File: src/design/jvfe_pkg.sv
// jvfe_pkg: shared types and constants of the json value field extractor
// byte classes, status codes, type modes, register indexes, queue item formats
`default_nettype none

package jvfe_pkg;

    localparam int COUNT_WIDTH_DEF = 16;
    localparam int FIFO_DEPTH_DEF  = 2;
    localparam logic [15:0] CAPACITY_RESET = 16'd64;

    // configuration register indexes
    localparam logic [1:0] CFG_VALUE_TYPE = 2'd0;
    localparam logic [1:0] CFG_CAPACITY   = 2'd1;

    // value type modes
    localparam logic [2:0] TYPE_STR  = 3'd0;
    localparam logic [2:0] TYPE_SINT = 3'd1;
    localparam logic [2:0] TYPE_UINT = 3'd2;
    localparam logic [2:0] TYPE_BOOL = 3'd3;
    localparam logic [2:0] TYPE_REAL = 3'd4;

    typedef enum logic [2:0] {
        ST_RUN     = 3'd0,
        ST_DONE    = 3'd1,
        ST_NULL    = 3'd2,
        ST_ILLEGAL = 3'd3,
        ST_LONG    = 3'd4
    } t_status;

    // byte class, resolved against the type mode in the front end
    typedef enum logic [3:0] {
        CL_NUL      = 4'd0,
        CL_SKIP     = 4'd1,
        CL_SPACE    = 4'd2,
        CL_TERM_STR = 4'd3,
        CL_TERM_END = 4'd4,
        CL_COPY     = 4'd5,
        CL_ILLEGAL  = 4'd6,
        CL_QUOTE    = 4'd7,
        CL_BSLASH   = 4'd8,
        CL_STRCHAR  = 4'd9
    } t_cls;

    typedef struct packed {
        logic [7:0] src_byte;
        logic       start;
        t_cls       cls;
    } t_item;

    typedef struct packed {
        logic [7:0]  value_byte;
        logic        value_valid;
        logic        finished;
        t_status     status;
        logic [15:0] value_length;
        logic [15:0] consumed;
    } t_result;

endpackage

`default_nettype wire

File: src/design/jvfe_fifo.sv
// jvfe_fifo: small register queue with push/full and pop/empty sides
// generic width and depth, no package dependency
`default_nettype none

module jvfe_fifo #(
    parameter int WIDTH = 8,
    parameter int DEPTH = 2
) (
    input  wire logic             i_clk,
    input  wire logic             i_rst_n,
    input  wire logic             i_push,
    input  wire logic [WIDTH-1:0] i_data,
    output logic                  o_full,
    input  wire logic             i_pop,
    output logic [WIDTH-1:0]      o_data,
    output logic                  o_empty
);
    localparam int PW = (DEPTH > 1) ? $clog2(DEPTH) : 1;
    localparam int CW = $clog2(DEPTH + 1);

    logic [WIDTH-1:0] r_mem [DEPTH];
    logic [PW-1:0]    r_wr_ptr, n_wr_ptr;
    logic [PW-1:0]    r_rd_ptr, n_rd_ptr;
    logic [CW-1:0]    r_count, n_count;
    logic             w_do_push, w_do_pop;

    assign o_full    = (r_count == CW'(DEPTH));
    assign o_empty   = (r_count == '0);
    assign o_data    = r_mem[r_rd_ptr];
    assign w_do_push = i_push && !o_full;
    assign w_do_pop  = i_pop && !o_empty;

    always_comb begin
        n_wr_ptr = r_wr_ptr;
        n_rd_ptr = r_rd_ptr;
        n_count  = r_count;
        if (w_do_push) begin
            n_wr_ptr = (r_wr_ptr == PW'(DEPTH - 1)) ? '0 : r_wr_ptr + 1'b1;
        end
        if (w_do_pop) begin
            n_rd_ptr = (r_rd_ptr == PW'(DEPTH - 1)) ? '0 : r_rd_ptr + 1'b1;
        end
        if (w_do_push && !w_do_pop) begin
            n_count = r_count + 1'b1;
        end else if (w_do_pop && !w_do_push) begin
            n_count = r_count - 1'b1;
        end
    end

    always_ff @(posedge i_clk) begin
        if (!i_rst_n) begin
            r_wr_ptr <= '0;
            r_rd_ptr <= '0;
            r_count  <= '0;
        end else begin
            r_wr_ptr <= n_wr_ptr;
            r_rd_ptr <= n_rd_ptr;
            r_count  <= n_count;
        end
    end

    always_ff @(posedge i_clk) begin
        if (w_do_push) begin
            r_mem[r_wr_ptr] <= i_data;
        end
    end

endmodule

`default_nettype wire

File: src/design/jvfe_front.sv
// jvfe_front: classifies each incoming text byte against the type mode
// and queues it for the back end; uses jvfe_pkg and jvfe_fifo
`default_nettype none

module jvfe_front #(
    parameter int DEPTH = jvfe_pkg::FIFO_DEPTH_DEF
) (
    input  wire logic          i_clk,
    input  wire logic          i_rst_n,
    input  wire logic [2:0]    i_value_type,
    input  wire logic          i_push,
    input  wire logic [7:0]    i_source_byte,
    input  wire logic          i_start_req,
    output logic               o_full,
    input  wire logic          i_pop,
    output jvfe_pkg::t_item    o_item,
    output logic               o_empty
);
    import jvfe_pkg::*;

    t_item w_item;
    logic  w_str, w_real, w_sint;

    assign w_str  = (i_value_type == TYPE_STR);
    assign w_real = (i_value_type == TYPE_REAL);
    assign w_sint = (i_value_type == TYPE_SINT);

    always_comb begin
        t_cls cls;
        cls = CL_ILLEGAL;
        if (i_value_type > TYPE_REAL) begin
            cls = CL_ILLEGAL;
        end else if (i_source_byte == 8'h00) begin
            cls = CL_NUL;
        end else if (i_source_byte inside {8'h09, 8'h0a, 8'h0d}) begin
            cls = CL_SKIP;
        end else if (i_source_byte inside {8'h20, 8'h3a}) begin
            cls = CL_SPACE;
        end else if (i_source_byte inside {8'h2c, 8'h7d}) begin
            cls = w_str ? CL_TERM_STR : CL_TERM_END;
        end else if (i_source_byte == 8'h2e) begin
            cls = (w_str || w_real) ? CL_COPY : CL_ILLEGAL;
        end else if (i_source_byte == 8'h2d) begin
            cls = (w_str || w_sint || w_real) ? CL_COPY : CL_ILLEGAL;
        end else if (i_source_byte == 8'h22) begin
            cls = w_str ? CL_QUOTE : CL_ILLEGAL;
        end else if (i_source_byte == 8'h5c) begin
            cls = w_str ? CL_BSLASH : CL_ILLEGAL;
        end else if (w_str) begin
            cls = CL_STRCHAR;
        end else if (i_value_type == TYPE_BOOL) begin
            // letters of true and false
            cls = (i_source_byte inside {8'h74, 8'h72, 8'h75, 8'h65,
                                         8'h66, 8'h61, 8'h6c, 8'h73})
                  ? CL_COPY : CL_ILLEGAL;
        end else begin
            cls = (i_source_byte inside {[8'h30:8'h39]}) ? CL_COPY : CL_ILLEGAL;
        end
        w_item.src_byte = i_source_byte;
        w_item.start    = i_start_req;
        w_item.cls      = cls;
    end

    jvfe_fifo #(
        .WIDTH ($bits(t_item)),
        .DEPTH (DEPTH)
    ) u_queue (
        .i_clk   (i_clk),
        .i_rst_n (i_rst_n),
        .i_push  (i_push),
        .i_data  (w_item),
        .o_full  (o_full),
        .i_pop   (i_pop),
        .o_data  (o_item),
        .o_empty (o_empty)
    );

endmodule

`default_nettype wire

File: src/design/jvfe_back.sv
// jvfe_back: applies classified bytes to the extraction state and queues results
// uses jvfe_pkg and jvfe_fifo
`default_nettype none

module jvfe_back #(
    parameter int COUNT_WIDTH = jvfe_pkg::COUNT_WIDTH_DEF,
    parameter int DEPTH       = jvfe_pkg::FIFO_DEPTH_DEF
) (
    input  wire logic          i_clk,
    input  wire logic          i_rst_n,
    input  wire logic [15:0]   i_capacity,
    input  wire logic          i_item_avail,
    input  jvfe_pkg::t_item    i_item,
    output logic               o_item_take,
    input  wire logic          i_pop,
    output jvfe_pkg::t_result  o_result,
    output logic               o_empty
);
    import jvfe_pkg::*;

    localparam int CMPW = (COUNT_WIDTH > 16) ? COUNT_WIDTH : 16;
    localparam logic [COUNT_WIDTH-1:0] CNT_MAX = {COUNT_WIDTH{1'b1}};

    logic                   r_active, n_active;
    logic [1:0]             r_quote, n_quote;
    logic                   r_escape, n_escape;
    logic [COUNT_WIDTH-1:0] r_copied, n_copied;
    logic [COUNT_WIDTH-1:0] r_bytes, n_bytes;

    logic    w_out_full;
    t_result w_result;

    assign o_item_take = i_item_avail && !w_out_full;

    always_comb begin
        logic    copy;
        t_status status;
        copy     = 1'b0;
        status   = ST_RUN;
        n_active = r_active;
        n_quote  = r_quote;
        n_escape = r_escape;
        n_copied = r_copied;
        n_bytes  = r_bytes;
        if (i_item.start) begin
            n_active = 1'b1;
            n_quote  = '0;
            n_escape = 1'b0;
            n_copied = '0;
            n_bytes  = '0;
        end
        if (n_active) begin
            if (n_bytes != CNT_MAX) begin
                n_bytes = n_bytes + 1'b1;
            end
            case (i_item.cls)
                CL_NUL:      status = ST_NULL;
                CL_SKIP:     ;
                CL_SPACE:    copy = (n_quote == 2'd1);
                CL_TERM_STR: begin
                    if (n_quote < 2'd2) copy = 1'b1;
                    else status = ST_DONE;
                end
                CL_TERM_END: status = ST_DONE;
                CL_COPY:     copy = 1'b1;
                CL_ILLEGAL:  status = ST_ILLEGAL;
                CL_QUOTE: begin
                    if (n_escape) copy = 1'b1;
                    else if (n_quote > 2'd1) status = ST_ILLEGAL;
                    else n_quote = n_quote + 1'b1;
                end
                CL_BSLASH: begin
                    if (n_escape) copy = 1'b1;
                    else n_escape = 1'b1;
                end
                CL_STRCHAR: begin
                    if (n_quote != 2'd0) copy = 1'b1;
                    else status = ST_ILLEGAL;
                end
                default:     status = ST_ILLEGAL;
            endcase
            if (copy) begin
                if ((CMPW'(n_copied) < CMPW'(i_capacity)) && (n_copied != CNT_MAX)) begin
                    n_copied = n_copied + 1'b1;
                    if (i_item.cls == CL_QUOTE || i_item.cls == CL_BSLASH) begin
                        n_escape = 1'b0;
                    end
                end else begin
                    copy   = 1'b0;
                    status = ST_LONG;
                end
            end
            if (status != ST_RUN) begin
                n_active = 1'b0;
            end
        end
        w_result.value_byte   = copy ? i_item.src_byte : 8'h00;
        w_result.value_valid  = copy;
        w_result.finished     = (status != ST_RUN);
        w_result.status       = status;
        w_result.value_length = 16'(n_copied);
        w_result.consumed     = 16'(n_bytes);
    end

    always_ff @(posedge i_clk) begin
        if (!i_rst_n) begin
            r_active <= 1'b0;
            r_quote  <= '0;
            r_escape <= 1'b0;
            r_copied <= '0;
            r_bytes  <= '0;
        end else if (o_item_take) begin
            r_active <= n_active;
            r_quote  <= n_quote;
            r_escape <= n_escape;
            r_copied <= n_copied;
            r_bytes  <= n_bytes;
        end
    end

    jvfe_fifo #(
        .WIDTH ($bits(t_result)),
        .DEPTH (DEPTH)
    ) u_out_queue (
        .i_clk   (i_clk),
        .i_rst_n (i_rst_n),
        .i_push  (o_item_take),
        .i_data  (w_result),
        .o_full  (w_out_full),
        .i_pop   (i_pop),
        .o_data  (o_result),
        .o_empty (o_empty)
    );

endmodule

`default_nettype wire

File: src/design/json_value_field_extractor_core.sv
// json value field extractor, top level
// takes json text bytes that follow a matched key and copies out the value text
// input channel: push/full, one text byte and a start flag per transaction;
// start_req clears the extraction state and opens a new value with that byte
// result channel: empty/pop, one result per input byte, oldest first, with the
// copied byte (if any), finished flag, status, copied length and bytes consumed
// config channel: i_cfg_valid/o_cfg_ready, index 0 value type, 1 capacity;
// o_cfg_ready is always high; the user must see that writes are made only while
// no byte is in flight, and the block itself does not enforce this
// throughput: one byte per cycle while the output queue is not full, set by the
// state update in the back end; the front classifier and back end are parted
// by a two-entry queue and results sit in a two-entry output queue
// receiver stall: results pile up in the output queue, the back end then holds,
// the front queue fills and full rises; nothing is dropped
// reset: both queues empty, value type 0, capacity 64, extraction idle;
// there is no clearing pass
`default_nettype none

module json_value_field_extractor_core #(
    parameter int COUNT_WIDTH = jvfe_pkg::COUNT_WIDTH_DEF,
    parameter int FIFO_DEPTH  = jvfe_pkg::FIFO_DEPTH_DEF
) (
    input  wire logic        i_clk,
    input  wire logic        i_rst_n,
    input  wire logic        push,
    output logic             full,
    input  wire logic [7:0]  i_source_byte,
    input  wire logic        i_start_req,
    output logic             empty,
    input  wire logic        pop,
    output logic [7:0]       o_value_byte,
    output logic             o_value_valid,
    output logic             o_finished,
    output logic [2:0]       o_status,
    output logic [15:0]      o_value_length,
    output logic [15:0]      o_consumed,
    input  wire logic        i_cfg_valid,
    output logic             o_cfg_ready,
    input  wire logic [1:0]  i_cfg_index,
    input  wire logic [15:0] i_cfg_data
);
    import jvfe_pkg::*;

    logic [2:0]  r_value_type;
    logic [15:0] r_capacity;
    t_item       w_item;
    logic        w_item_empty;
    logic        w_item_take;
    t_result     w_result;

    assign o_cfg_ready = 1'b1;

    always_ff @(posedge i_clk) begin
        if (!i_rst_n) begin
            r_value_type <= TYPE_STR;
            r_capacity   <= CAPACITY_RESET;
        end else if (i_cfg_valid && o_cfg_ready) begin
            case (i_cfg_index)
                CFG_VALUE_TYPE: r_value_type <= i_cfg_data[2:0];
                CFG_CAPACITY:   r_capacity   <= i_cfg_data;
                default:        ;
            endcase
        end
    end

    jvfe_front #(
        .DEPTH (FIFO_DEPTH)
    ) u_front (
        .i_clk         (i_clk),
        .i_rst_n       (i_rst_n),
        .i_value_type  (r_value_type),
        .i_push        (push),
        .i_source_byte (i_source_byte),
        .i_start_req   (i_start_req),
        .o_full        (full),
        .i_pop         (w_item_take),
        .o_item        (w_item),
        .o_empty       (w_item_empty)
    );

    jvfe_back #(
        .COUNT_WIDTH (COUNT_WIDTH),
        .DEPTH       (FIFO_DEPTH)
    ) u_back (
        .i_clk        (i_clk),
        .i_rst_n      (i_rst_n),
        .i_capacity   (r_capacity),
        .i_item_avail (!w_item_empty),
        .i_item       (w_item),
        .o_item_take  (w_item_take),
        .i_pop        (pop),
        .o_result     (w_result),
        .o_empty      (empty)
    );

    assign o_value_byte   = w_result.value_byte;
    assign o_value_valid  = w_result.value_valid;
    assign o_finished     = w_result.finished;
    assign o_status       = w_result.status;
    assign o_value_length = w_result.value_length;
    assign o_consumed     = w_result.consumed;

endmodule

`default_nettype wire

File: config.mk
export PLATFORM = sky130hd
export DESIGN_NAME = json_value_field_extractor_core
export DESIGN_NICKNAME = d
export VERILOG_FILES = /design/src/design/jvfe_pkg.sv /design/src/design/jvfe_fifo.sv /design/src/design/jvfe_front.sv /design/src/design/jvfe_back.sv /design/src/design/json_value_field_extractor_core.sv
export SDC_FILE = /design/constraint.sdc
export NUM_CORES = 1
export LEC_CHECK = 0
export ABC_AREA = 1
export BUFFER_PORTS_ARGS = -buffer_cell sky130_fd_sc_hd__buf_4
export CORE_ASPECT_RATIO = 0.7
export CORE_MARGIN = 5
export CORE_UTILIZATION = 67
export CTS_BUF_LIST = sky130_fd_sc_hd__clkbuf_4
export DETAILED_ROUTE_END_ITERATION = 16
export MAX_ROUTING_LAYER = met4
export PLACE_DENSITY = 0.88
export SYNTH_ARGS = -nofsm -noshare
export SYNTH_HDL_FRONTEND = slang
export SYNTH_SLANG_ARGS = --single-unit
File: constraint.sdc
create_clock -name i_clk -period 5.55 [get_ports i_clk]
set_input_delay 0.2775 -clock i_clk [delete_from_list [all_inputs] [get_ports i_clk]]
set_output_delay 0.2775 -clock i_clk [all_outputs]
set_load 0.02 [all_outputs]
Yosys cells after proc, flatten, opt, wreduce, memory -nomap -nowiden --
Memories as Yosys holds them, arrays and structs flattened. A register that Yosys moved wholly into a read port is not among the register bits. Cells that the tools add are included.
Cells by class: equal/unequal tests 36, reduce and logical (&&, ||, !) cells 42, $add $sub $neg 11, multiplexer cells 73, $lt $le $gt $ge 6
Operators with widths (count):
- 16-bit two-way mux | 7
- 8-bit by 7-bit == test with 1-bit output, second input constant | 10
- 8-bit by 6-bit == test with 1-bit output, second input constant | 6
- 4-bit two-way mux | 12
- 16-bit by 1-bit adder with 16-bit output, second input constant | 2
- 16-bit inequality test, second input constant | 2
- 1-bit two-way mux | 30
- 2-bit two-way mux | 15
- 8-bit by 4-bit == test with 1-bit output, second input constant | 3
- 3-bit two-way mux | 6
- 3-bit case mux with 6 select lines | 1
- 16-bit less-than comparator | 1
- 4-bit by 3-bit == test with 1-bit output, second input constant | 3
- 1-bit logical AND | 11
- 2-bit nonzero test | 5
- 3-bit nonzero test | 3
- 4-bit by 2-bit == test with 1-bit output, second input constant | 2
- 4-bit == test, second input constant | 2
- 8-bit by 6-bit greater-or-equal comparator with 1-bit output, second input constant | 1
- 8-bit by 6-bit <= comparator with 1-bit output, second input constant | 1
- 1-bit zero test | 8
- 8-bit zero test | 1
- 8-bit two-way mux | 1
- 8-bit nonzero test | 1
- 20 further kinds | 34
Word-level totals: output and inout port bits 48, bits in registers 63, memories 2, memory bits (writable) 116, logic and storage cells 183, bits of input ports 32
Memory list:
- u_back.u_out_queue.r_mem | depth 2, width 45, read ports 1, clocked after memory_dff 1, wr ports 1, line jvfe_fifo.sv:21 | logic [WIDTH-1:0] r_mem [DEPTH];
- u_front.u_queue.r_mem | depth 2, width 13, read ports 1, clocked after memory_dff 1, wr ports 1, line jvfe_fifo.sv:21

Logic depth before layout (Yosys ltp) --
Gate-level depths: netlist of run 1.
depth after elaboration 14, depth in mapped cells 21, gate-level depth less buffers 19

Hierarchy --
A second synthesis of run 1 with hierarchy kept.
Second synthesis, totals: cell total of the unflattened synthesis 1026, area total of the unflattened synthesis 9499.1 um^2
Modules (own cells, without submodules):
- jvfe_fifo (u_back.u_out_queue) | instances 1, area each 3696.0 um^2, cells each 178, seq. area each 2802.7 um^2
- jvfe_back | instances 1, area each 3271.9 um^2, cells each 538, seq. area each 720.7 um^2
- jvfe_fifo (u_front.u_queue) | instances 1, area each 1186.1 um^2, cells each 78, seq. area each 880.8 um^2
- json_value_field_extractor_core | instances 1, area each 837.1 um^2, cells each 124, seq. area each 380.4 um^2
- jvfe_front | instances 1, area each 508.0 um^2, cells each 108, seq. area each 0.0 um^2

Worst setup path after synthesis of run 1 --
No wires, ideal clock.
path kind register to register, start reg u_back.u_out_queue.r_count[0], end mem u_back.u_out_queue.r_mem[1][0] (netlist bit), enable pin, stages on the path, launching flop included 4, library setup time 0.449 ns, arrival 2.699 ns, clock period less this slack 3.148 ns, setup slack 2.402 ns, buffers on the path 1, required time 5.101 ns, path through dfxtp_1 o22ai_1 clkbuf_1 nor2_1
On the way: word-level cells in the longest chain between the ends 6
RTL lines:
- start: declaration | line jvfe_fifo.sv:24 | logic [CW-1:0] r_count, n_count;
- start signal: assignment | line jvfe_fifo.sv:58 | r_count <= n_count;
- 2-bit == test (*) | line jvfe_fifo.sv:27 | assign o_full = (r_count == CW'(DEPTH));
- 1-bit zero test (*) | line jvfe_fifo.sv:30, jvfe_back.sv:33
- 1-bit logical AND | line jvfe_back.sv:33 | assign o_item_take = i_item_avail && !w_out_full;
- 1-bit logical AND (*) | line jvfe_fifo.sv:30 | assign w_do_push = i_push && !o_full;
- 1-bit two-way mux (*) | line jvfe_fifo.sv:63 | if (w_do_push) begin
- 1-bit two-way mux (not written as such) (*) | line jvfe_fifo.sv:64 | r_mem[r_wr_ptr] <= i_data;
- end: declaration | line jvfe_fifo.sv:21
Every way passes the cells marked *; elsewhere a longest branch is shown, timed or not.

==> results.txt, run 1 <==
CP max stage delay -> 0.67 ns
first-pass GRT wire length -> 33000 um
Avg Cell Area, Syn -> 9.19 sq um
Yosys reg bits -> 181
Reg2Reg Depth -> 17
peak supply drop -> 548 uV
Max Clock Skew -> 0.0269 ns
worst hold path startpoint -> i_cfg_data[4]
layout cell share with drive strength beyond 1 -> 18.4%
critical path type -> flip-flop to flip-flop
Final Max Slew Viols -> 0
Resized Gates After CTS -> 0
Cell Rows -> 35
First-pass DRT Iterations -> 9
hold depth -> 3
Final Worst Setup Slack -> 1.62 ns
die width -> 147 um
starting density of the core -> 67.7%
Clk Latency, worst-skew pair -> 0.58 ns
Synth-to-Final Area Change -> 13.5%
TritonCTS clock tree -> built
share of the synthesized area in the top cell type -> 39.4%
total power -> 5.19 mW
Longest Clk Path Bufs -> 2
initial DRC count -> 912
post-route setup TNS -> 0 ns
number of synthesized flops with an enable pin -> 116
post-detailed-routing wire length -> 20300 um
worst slew pin tran -> 1.14 ns
grt ovf -> 0
R2R Setup Slk -> 1.62 ns
Final GP Congestion -> 0.970
Yosys cell types -> 42
vias in the first global route -> 6441
Setup violations, final -> 0
Pwr Density -> 518 mW/mm^2
WP data required -> 5.88 ns
ys async rst share -> 0%
critical path's slowest cell -> nor2_1
DRC viols -> 0
Yosys warnings -> 0
clk root buf -> clkbuf_4
Commonest cells post-synth -> inv_1 (145), nand2_1 (134), edfxtp_1 (116), nor2_1 (115), a21oi_1 (67)
WHS -> 0.0362 ns
final hold vios -> 0
DIE HEIGHT -> 106 um
Arr. time, crit path -> 4.26 ns
Final Critical Period -> 3.93 ns
Worst setup EP type -> flip-flop
clock-pin slew on the worst setup and hold paths -> 0.15 ns
TritonCTS Buffers -> 17
post-route ant nets -> 0
Max H-tree Level -> 4
drt via density -> 5.63
Worst Path Max Fanout -> 28
cell repeated most along the worst path -> nand2_1
post-placement worst setup slack -> 1.77 ns
Avg WL per Cell -> 16.4 um
via count of the routed design -> 6959
Achievable Freq -> 0.255 GHz
pin count of the biggest net entering global routing -> 46
Synth area leaders -> edfxtp_1 (39%), dfxtp_1 (15%), inv_1 (6.2%)
part of the cycle the worst path needs -> 70.7%
register area share after synthesis -> 54.1%
Mapped Area -> 0.00884 sq mm
delay-heaviest family, CP -> simple AND/OR/NAND/NOR gates
most frequent cell after synthesis -> inv_1
I/O pin count -> 80
initial antenna violation count -> 1
Worst Hold Class -> input pin to flip-flop
dominant cell type by area after synthesis -> edfxtp_1
Max-slew headroom -> 23.4%
max cap viols -> 0
crit-path cells -> inv_2 -> nand2_4 -> nand2_4 -> inv_2 -> nand2_1 -> inv_1 -> ha_1 -> a21oi_1 -> nor2_1 -> a211oi_1 -> nand2_1 -> nand2_1 -> nand3_1 -> nor2_1 -> nand3_1 -> nand2_1 -> inv_1
clock sink count -> 181
outcome -> completed
hold path endpoint -> r_capacity[4]
total track usage -> 27.6%
Core Region -> 0.0131 sq mm
Synth Instances -> 961
syn nets -> 1012
crit path buf inv count -> 4
Worst setup SP type -> flip-flop
static leakage -> 4.18 nW
post-DP HPWL -> 14200 um
final net count -> 1106
RSZ-0062 raised after global routing -> false
dominant synthesized flop cell -> edfxtp_1
reg2reg end -> u_back.u_out_queue.r_mem[1][21]
Die Area -> 0.0156 sq mm
port buffer count -> 78
## through the flow
step | util (%) | cell area, sq um | cells
detailed placement | 73.0 | 9530 | 1179
global route | 76.9 | 10000 | 1235
global placement | 73.0 | 9530 | 1179
CTS | 76.8 | 10000 | 1234
finish | 76.9 | 10000 | 1235
floorplan | - | 8840 | 961
## cell type report
type                            count  area (sq um)
Sequential cell                   181          4790
Multi-Input combinational cell    597          3340
Fill cell                         868          3020
Timing Repair Buffer              105           846
Inverter                          153           574
Tap cell                          166           208
Clock buffer                       18           135
Clock inverter                     14           135
Antenna cell                        1          2.50
## where the power goes
| part | switching [mW] | leakage (nW) | internal [mW] | total [mW] |
|---|---|---|---|---|
| Combinational | 1.57 | 2.40 | 0.807 | 2.37 |
| Clock | 0.488 | 0.142 | 0.204 | 0.692 |
| Sequential | 0.170 | 1.64 | 1.96 | 2.13 |
| Total | 2.23 | 4.18 | 2.97 | 5.19 |
## per-layer routing
layer  up-vias  global-route usage, %  wire [um]
met3        36                   6.95       2290
met1      3150                   41.8       9470
met4         0                   6.52        312
met5         -                      -          0
met2       377                   37.6       8230
li1       3396                      -          -
## cell families after synthesis
family / share of synthesized area, %
AND/OR/NAND/NOR: 17.8
buffers and inverters: 8.24
flip-flops: 54.1
AO/OA/AOI/OAI: 9.73
multiplexers: 5.73
adder cells (fa/ha/maj): 2.69
XOR/XNOR: 1.59
other: 0.0424
## registers in the layout, indices dropped and copies added (netlist names), named ones only
| name | count |
|---|---|
| u_back.u_out_queue.r_wr_ptr | 1 |
| u_back.r_bytes | 16 |
| r_value_type | 3 |
| u_back.u_out_queue.r_mem | 90 |
| u_back.r_copied | 16 |
| u_back.r_escape | 1 |
| u_front.u_queue.r_mem | 26 |
| u_back.r_active | 1 |
| u_front.u_queue.r_wr_ptr | 1 |
| r_capacity | 16 |
| u_front.u_queue.r_count | 2 |
| u_back.u_out_queue.r_rd_ptr | 1 |
| u_back.u_out_queue.r_count | 2 |
| u_front.u_queue.r_rd_ptr | 1 |
| u_back.r_quote | 2 |
## worst min-delay path: stages
cell     delay [ns]
buf_4          0.08
o21ai_0        0.10
a21oi_1        0.12
## worst max path at each step
stage | start | slack, ns | end | cells past startpoint
6_report | flip-flop | 1.62 | u_back.u_out_queue.r_mem[1][21] | 17
5_1_grt | flip-flop | 1.25 | u_back.u_out_queue.r_mem[0][24] | 17
4_1_cts | flip-flop | 1.74 | u_back.u_out_queue.r_mem[0][21] | 14
3_5_place_dp | flip-flop | 1.77 | u_back.u_out_queue.r_mem[0][18] | 14
3_3_place_gp | flip-flop | 1.86 | u_back.u_out_queue.r_mem[0][18] | 17
2_1_floorplan | u_back.u_out_queue.r_count[0] | 2.40 | u_back.u_out_queue.r_mem[1][0] | 3
## layout by cell type (no fill, tap or decap), types with 7 or more instances in the layout
master	count
inv_1	145
nand2_1	134
edfxtp_1	116
nor2_1	113
buf_4	82
a21oi_1	67
dfxtp_1	64
o21ai_0	63
nand3_1	46
mux2_2	45
dlygate4sd3_1	23
nand4_1	20
ha_1	19
clkbuf_4	18
nor3_1	15
xor2_1	10
o21ai_1	9
nor2_2	8
inv_2	7
## what timing repair did
item	in CTS	in global routing
buffers inserted	0	0
hold endpoints to repair	35	0
hold buffers	23	0
No activity file was read; power rests on OpenSTA's default activity.
==> inputs of run 2 (changes only) <==
Settings changed: ABC_AREA 1 to 0, CORE_UTILIZATION 67 to 56, PLACE_DENSITY 0.88 to 0.79.
Clock period 5.55 ns to 3.6 ns, I/O delays scaled along.
==> run 2 against run 1 <==
  * Critical path depth fell by 6
  * Flip-flop and latch count did not move
  * Synthesized cell count fell by 5.1%
  * Clock power rose by 81%
  * Cell area rose by 10%
  * Final cell count rose by 2.8%
  * Critical path type unchanged
  * Largest power group unchanged
==> results.txt, run 2 <==
outcome -> completed (unchanged)
max cap viols -> 0 (unchanged)
Avg Cell Area, Syn -> 10.3 sq um (was 9.19 sq um)
number of synthesized flops with an enable pin -> 116 (unchanged)
Achievable Freq -> 0.292 GHz (was 0.255 GHz)
part of the cycle the worst path needs -> 95.2% (was 70.7%)
Pint -> 4.62 mW (was 2.97 mW)
share of the synthesized area in the top cell type -> 37.3% (was 39.4%)
dominant cell type by area after synthesis -> edfxtp_1 (unchanged)
cell area after layout -> 0.0111 sq mm (was 0.0100 sq mm)
Commonest cells post-synth -> edfxtp_1 (116), nand2_1 (100), nor2_1 (72), dfxtp_1 (65), mux2_2 (48) (was inv_1 (145), nand2_1 (134), edfxtp_1 (116), nor2_1 (115), a21oi_1 (67))
critical path's slowest cell -> a2111o_2 (was nor2_1)
dominant synthesized flop cell -> edfxtp_1 (unchanged)
initial DRC count -> 900 (was 912)
hold path endpoint -> u_back.u_out_queue.r_rd_ptr (was r_capacity[4])
Mapped Area -> 0.00935 sq mm (was 0.00884 sq mm)
Post-DP Area -> 0.0103 sq mm (was 0.00953 sq mm)
clk root buf -> clkbuf_4 (unchanged)
Synth area leaders -> edfxtp_1 (37%), dfxtp_1 (14%), mux2_2 (5.8%) (was edfxtp_1 (39%), dfxtp_1 (15%), inv_1 (6.2%))
DIE HEIGHT -> 118 um (was 106 um)
post-placement cell count -> 1196 (was 1179)
Worst Path Max Fanout -> 18 (was 28)
Yosys reg bits -> 181 (unchanged)
die width -> 164 um (was 147 um)
via count of the routed design -> 7676 (was 6959)
R2R Setup Slk -> 0.17 ns (was 1.62 ns)
Reg2Reg Depth -> 11 (was 17)
Combinational Power Share -> 43.1% (was 45.7%)
fraction of power consumed by sequential logic -> 40.4% (was 41.0%)
initial antenna violation count -> 0 (was 1)
Max-slew headroom -> 21.9% (was 23.4%)
Synth Instances -> 912 (was 961)
Pwr Density -> 685 mW/mm^2 (was 518 mW/mm^2)
Setup violations, final -> 0 (unchanged)
ys async rst share -> 0% (unchanged)
TritonCTS Buffers -> 17 (unchanged)
Worst setup EP type -> flip-flop (unchanged)
max reg flops -> 90 (unchanged)
post-detailed-routing wire length -> 23400 um (was 20300 um)
post-DP HPWL -> 15900 um (was 14200 um)
Final GP Congestion -> 1.03 (was 0.970)
register area share after synthesis -> 51.2% (was 54.1%)
critical path type -> flip-flop to flip-flop (unchanged)
Synth-to-Final Area Change -> 18.2% (was 13.5%)
WP data required -> 4.02 ns (was 5.88 ns)
vias in the first global route -> 6865 (was 6441)
worst slew pin tran -> 1.17 ns (was 1.14 ns)
sw power -> 2.95 mW (was 2.23 mW)
layer with the highest usage -> met1 (unchanged)
Core Region -> 0.0163 sq mm (was 0.0131 sq mm)
grt ovf -> 0 (unchanged)
final hold vios -> 0 (unchanged)
CP max stage delay -> 0.60 ns (was 0.67 ns)
Cell Rows -> 39 (was 35)
final net count -> 1082 (was 1106)
Most flops, register -> u_back.u_out_queue.r_mem (unchanged)
first-pass GRT wire length -> 36800 um (was 33000 um)
Final Max Slew Viols -> 0 (unchanged)
total track usage -> 24.7% (was 27.6%)
starting density of the core -> 57.2% (was 67.7%)
static leakage -> 4.06 nW (was 4.18 nW)
biggest regs -> u_back.u_out_queue.r_mem (90), u_front.u_queue.r_mem (26) (unchanged)
crit path buf inv count -> 2 (was 4)
fin cells -> 1269 (was 1235)
Die Area -> 0.0194 sq mm (was 0.0156 sq mm)
delay-heaviest family, CP -> compound AO/OA/AOI/OAI gates (was simple AND/OR/NAND/NOR gates)
Yosys warnings -> 0 (unchanged)
grt met2 use -> 31.0% (was 37.6%)
Yosys cell types -> 82 (was 42)
Max Clock Skew -> 0.0279 ns (was 0.0269 ns)
post-route setup TNS -> 0 ns (unchanged)
clock sink count -> 181 (unchanged)
layout cell share with drive strength beyond 1 -> 21.7% (was 18.4%)
n_diodes -> 0 (was 1)
Longest Clk Path Bufs -> 2 (unchanged)
First-pass DRT Iterations -> 6 (was 9)
Clk Latency, worst-skew pair -> 0.61 ns (was 0.58 ns)
drt via density -> 6.05 (was 5.63)
TritonCTS clock tree -> built (unchanged)
Arr. time, crit path -> 3.84 ns (was 4.26 ns)
reg2reg end -> u_back.u_out_queue.r_mem[0][19] (was u_back.u_out_queue.r_mem[1][21])
commonest non-fill, non-tap cell in the layout -> buf_4 (was inv_1)
total power -> 7.57 mW (was 5.19 mW)
switching share of power -> 38.9% (was 42.8%)
Max H-tree Level -> 4 (unchanged)
Worst setup SP type -> flip-flop (unchanged)
Final Critical Period -> 3.43 ns (was 3.93 ns)
peak supply drop -> 491 uV (was 548 uV)
most frequent cell after synthesis -> edfxtp_1 (was inv_1)
clock network power share -> 16.6% (was 13.3%)
WHS -> 0.0315 ns (was 0.0362 ns)
port buffer count -> 78 (unchanged)
Worst Hold Class -> input pin to flip-flop (unchanged)
crit-path cells -> mux2i_4 -> nand2_1 -> inv_1 -> ha_1 -> a21o_1 -> a21oi_1 -> o211ai_1 -> a2111o_2 -> buf_12 -> nor4_2 -> xor2_1 (was inv_2 -> nand2_4 -> nand2_4 -> inv_2 -> nand2_1 -> inv_1 -> ha_1 -> a21oi_1 -> nor2_1 -> a211oi_1 -> nand2_1 -> nand2_1 -> nand3_1 -> nor2_1 -> nand3_1 -> nand2_1 -> inv_1)
pin count of the biggest net entering global routing -> 56 (was 46)
worst hold path startpoint -> pop (was i_cfg_data[4])
syn nets -> 963 (was 1012)
most frequent cells in the layout -> buf_4 (119), edfxtp_1 (116), nand2_1 (100) (was inv_1 (145), nand2_1 (134), edfxtp_1 (116))
met1 GRT Util -> 38.6% (was 41.8%)
I/O pin count -> 80 (unchanged)
clock-pin slew on the worst setup and hold paths -> 0.16 ns (was 0.15 ns)
Avg WL per Cell -> 18.4 um (was 16.4 um)
DRC viols -> 0 (unchanged)
post-route ant nets -> 0 (unchanged)
hold depth -> 4 (was 3)
M3 GR Usage -> 7.04% (was 6.95%)
==> run 2: cell families after synthesis <==
kind of cell | after synthesis | synth area share [%]
adder cells (fa/ha/maj) | 19 | 2.54
XOR/XNOR | 34 | 3.19
AO/OA/AOI/OAI | 182 | 13.5
AND/OR/NAND/NOR | 335 | 17.5
multiplexers | 68 | 8.11
buffers and inverters | 92 | 3.95
other | 1 | 0.0401
flip-flops | 181 | 51.2
==> run 2: routing by layer <==
metal,up-vias,wire length (um)
met5,-,0
met2,407,9350
met4,0,291
met3,30,2550
li1,3625,-
met1,3614,11200
==> run 2: how the worst max path moves through the flow <==
stage	endpoint	slack, ns	depth (start not counted)
floorplan	u_back.u_out_queue.r_mem[0][30]	0.005	14
global placement	u_back.u_out_queue.r_mem[0][18]	0.16	11
detailed placement	u_back.u_out_queue.r_mem[0][18]	0.07	11
CTS	u_back.u_out_queue.r_mem[0][20]	0.007	11
global route	u_back.u_out_queue.r_mem[0][19]	-0.04	11
finish	u_back.u_out_queue.r_mem[0][19]	0.17	11
==> run 2: through the flow <==
| step | setup WS (ns) | util (%) |
|---|---|---|
| 6_report | 0.173 | 67.6 |
| 5_1_grt | -0.0430 | 67.6 |
| 4_1_cts | 0.00673 | 66.9 |
| 3_5_place_dp | 0.0669 | 62.9 |
| 3_3_place_gp | 0.159 | 62.9 |
| 2_1_floorplan | 0.00545 | - |
==> run 2: layout make-up <==
type	count	area, sq um
inverter	38	143
multi-input combinational	640	4270
tap	225	282
clock buffer	17	128
timing repair buffer	153	1250
fill	1240	5300
clock inverter	15	191
sequential	181	4790
==> run 2: worst register-to-register path, delay by kind of cell (launching register included) <==
family	cells	cell delay, ns
AO/OA/AOI/OAI	4	1.17
AND/OR/NAND/NOR	2	0.48
flip-flops	1	0.44
multiplexers	1	0.34
buffers and inverters	2	0.29
adder cells (fa/ha/maj)	1	0.26
XOR/XNOR	1	0.26
==> run 2: power by group through the flow <==
stage / sequential (mW) / clock (mW) / combinational, mW
after global placement: 3.06 / 0 / 3.10
after CTS: 3.04 / 1.27 / 3.18
after global routing: 3.09 / 1.36 / 3.49
after detailed placement: 3.09 / 0 / 3.14
final: 3.05 / 1.25 / 3.26
after floorplan: 2.99 / 0 / 2.05
==> run 2: what timing repair did <==
action	4_1_cts	5_1_grt
setup endpoints to repair	0	69
setup buffers	0	8
hold buffers	32	0
resized for setup	0	9
endpoints found under the hold margin	49	0
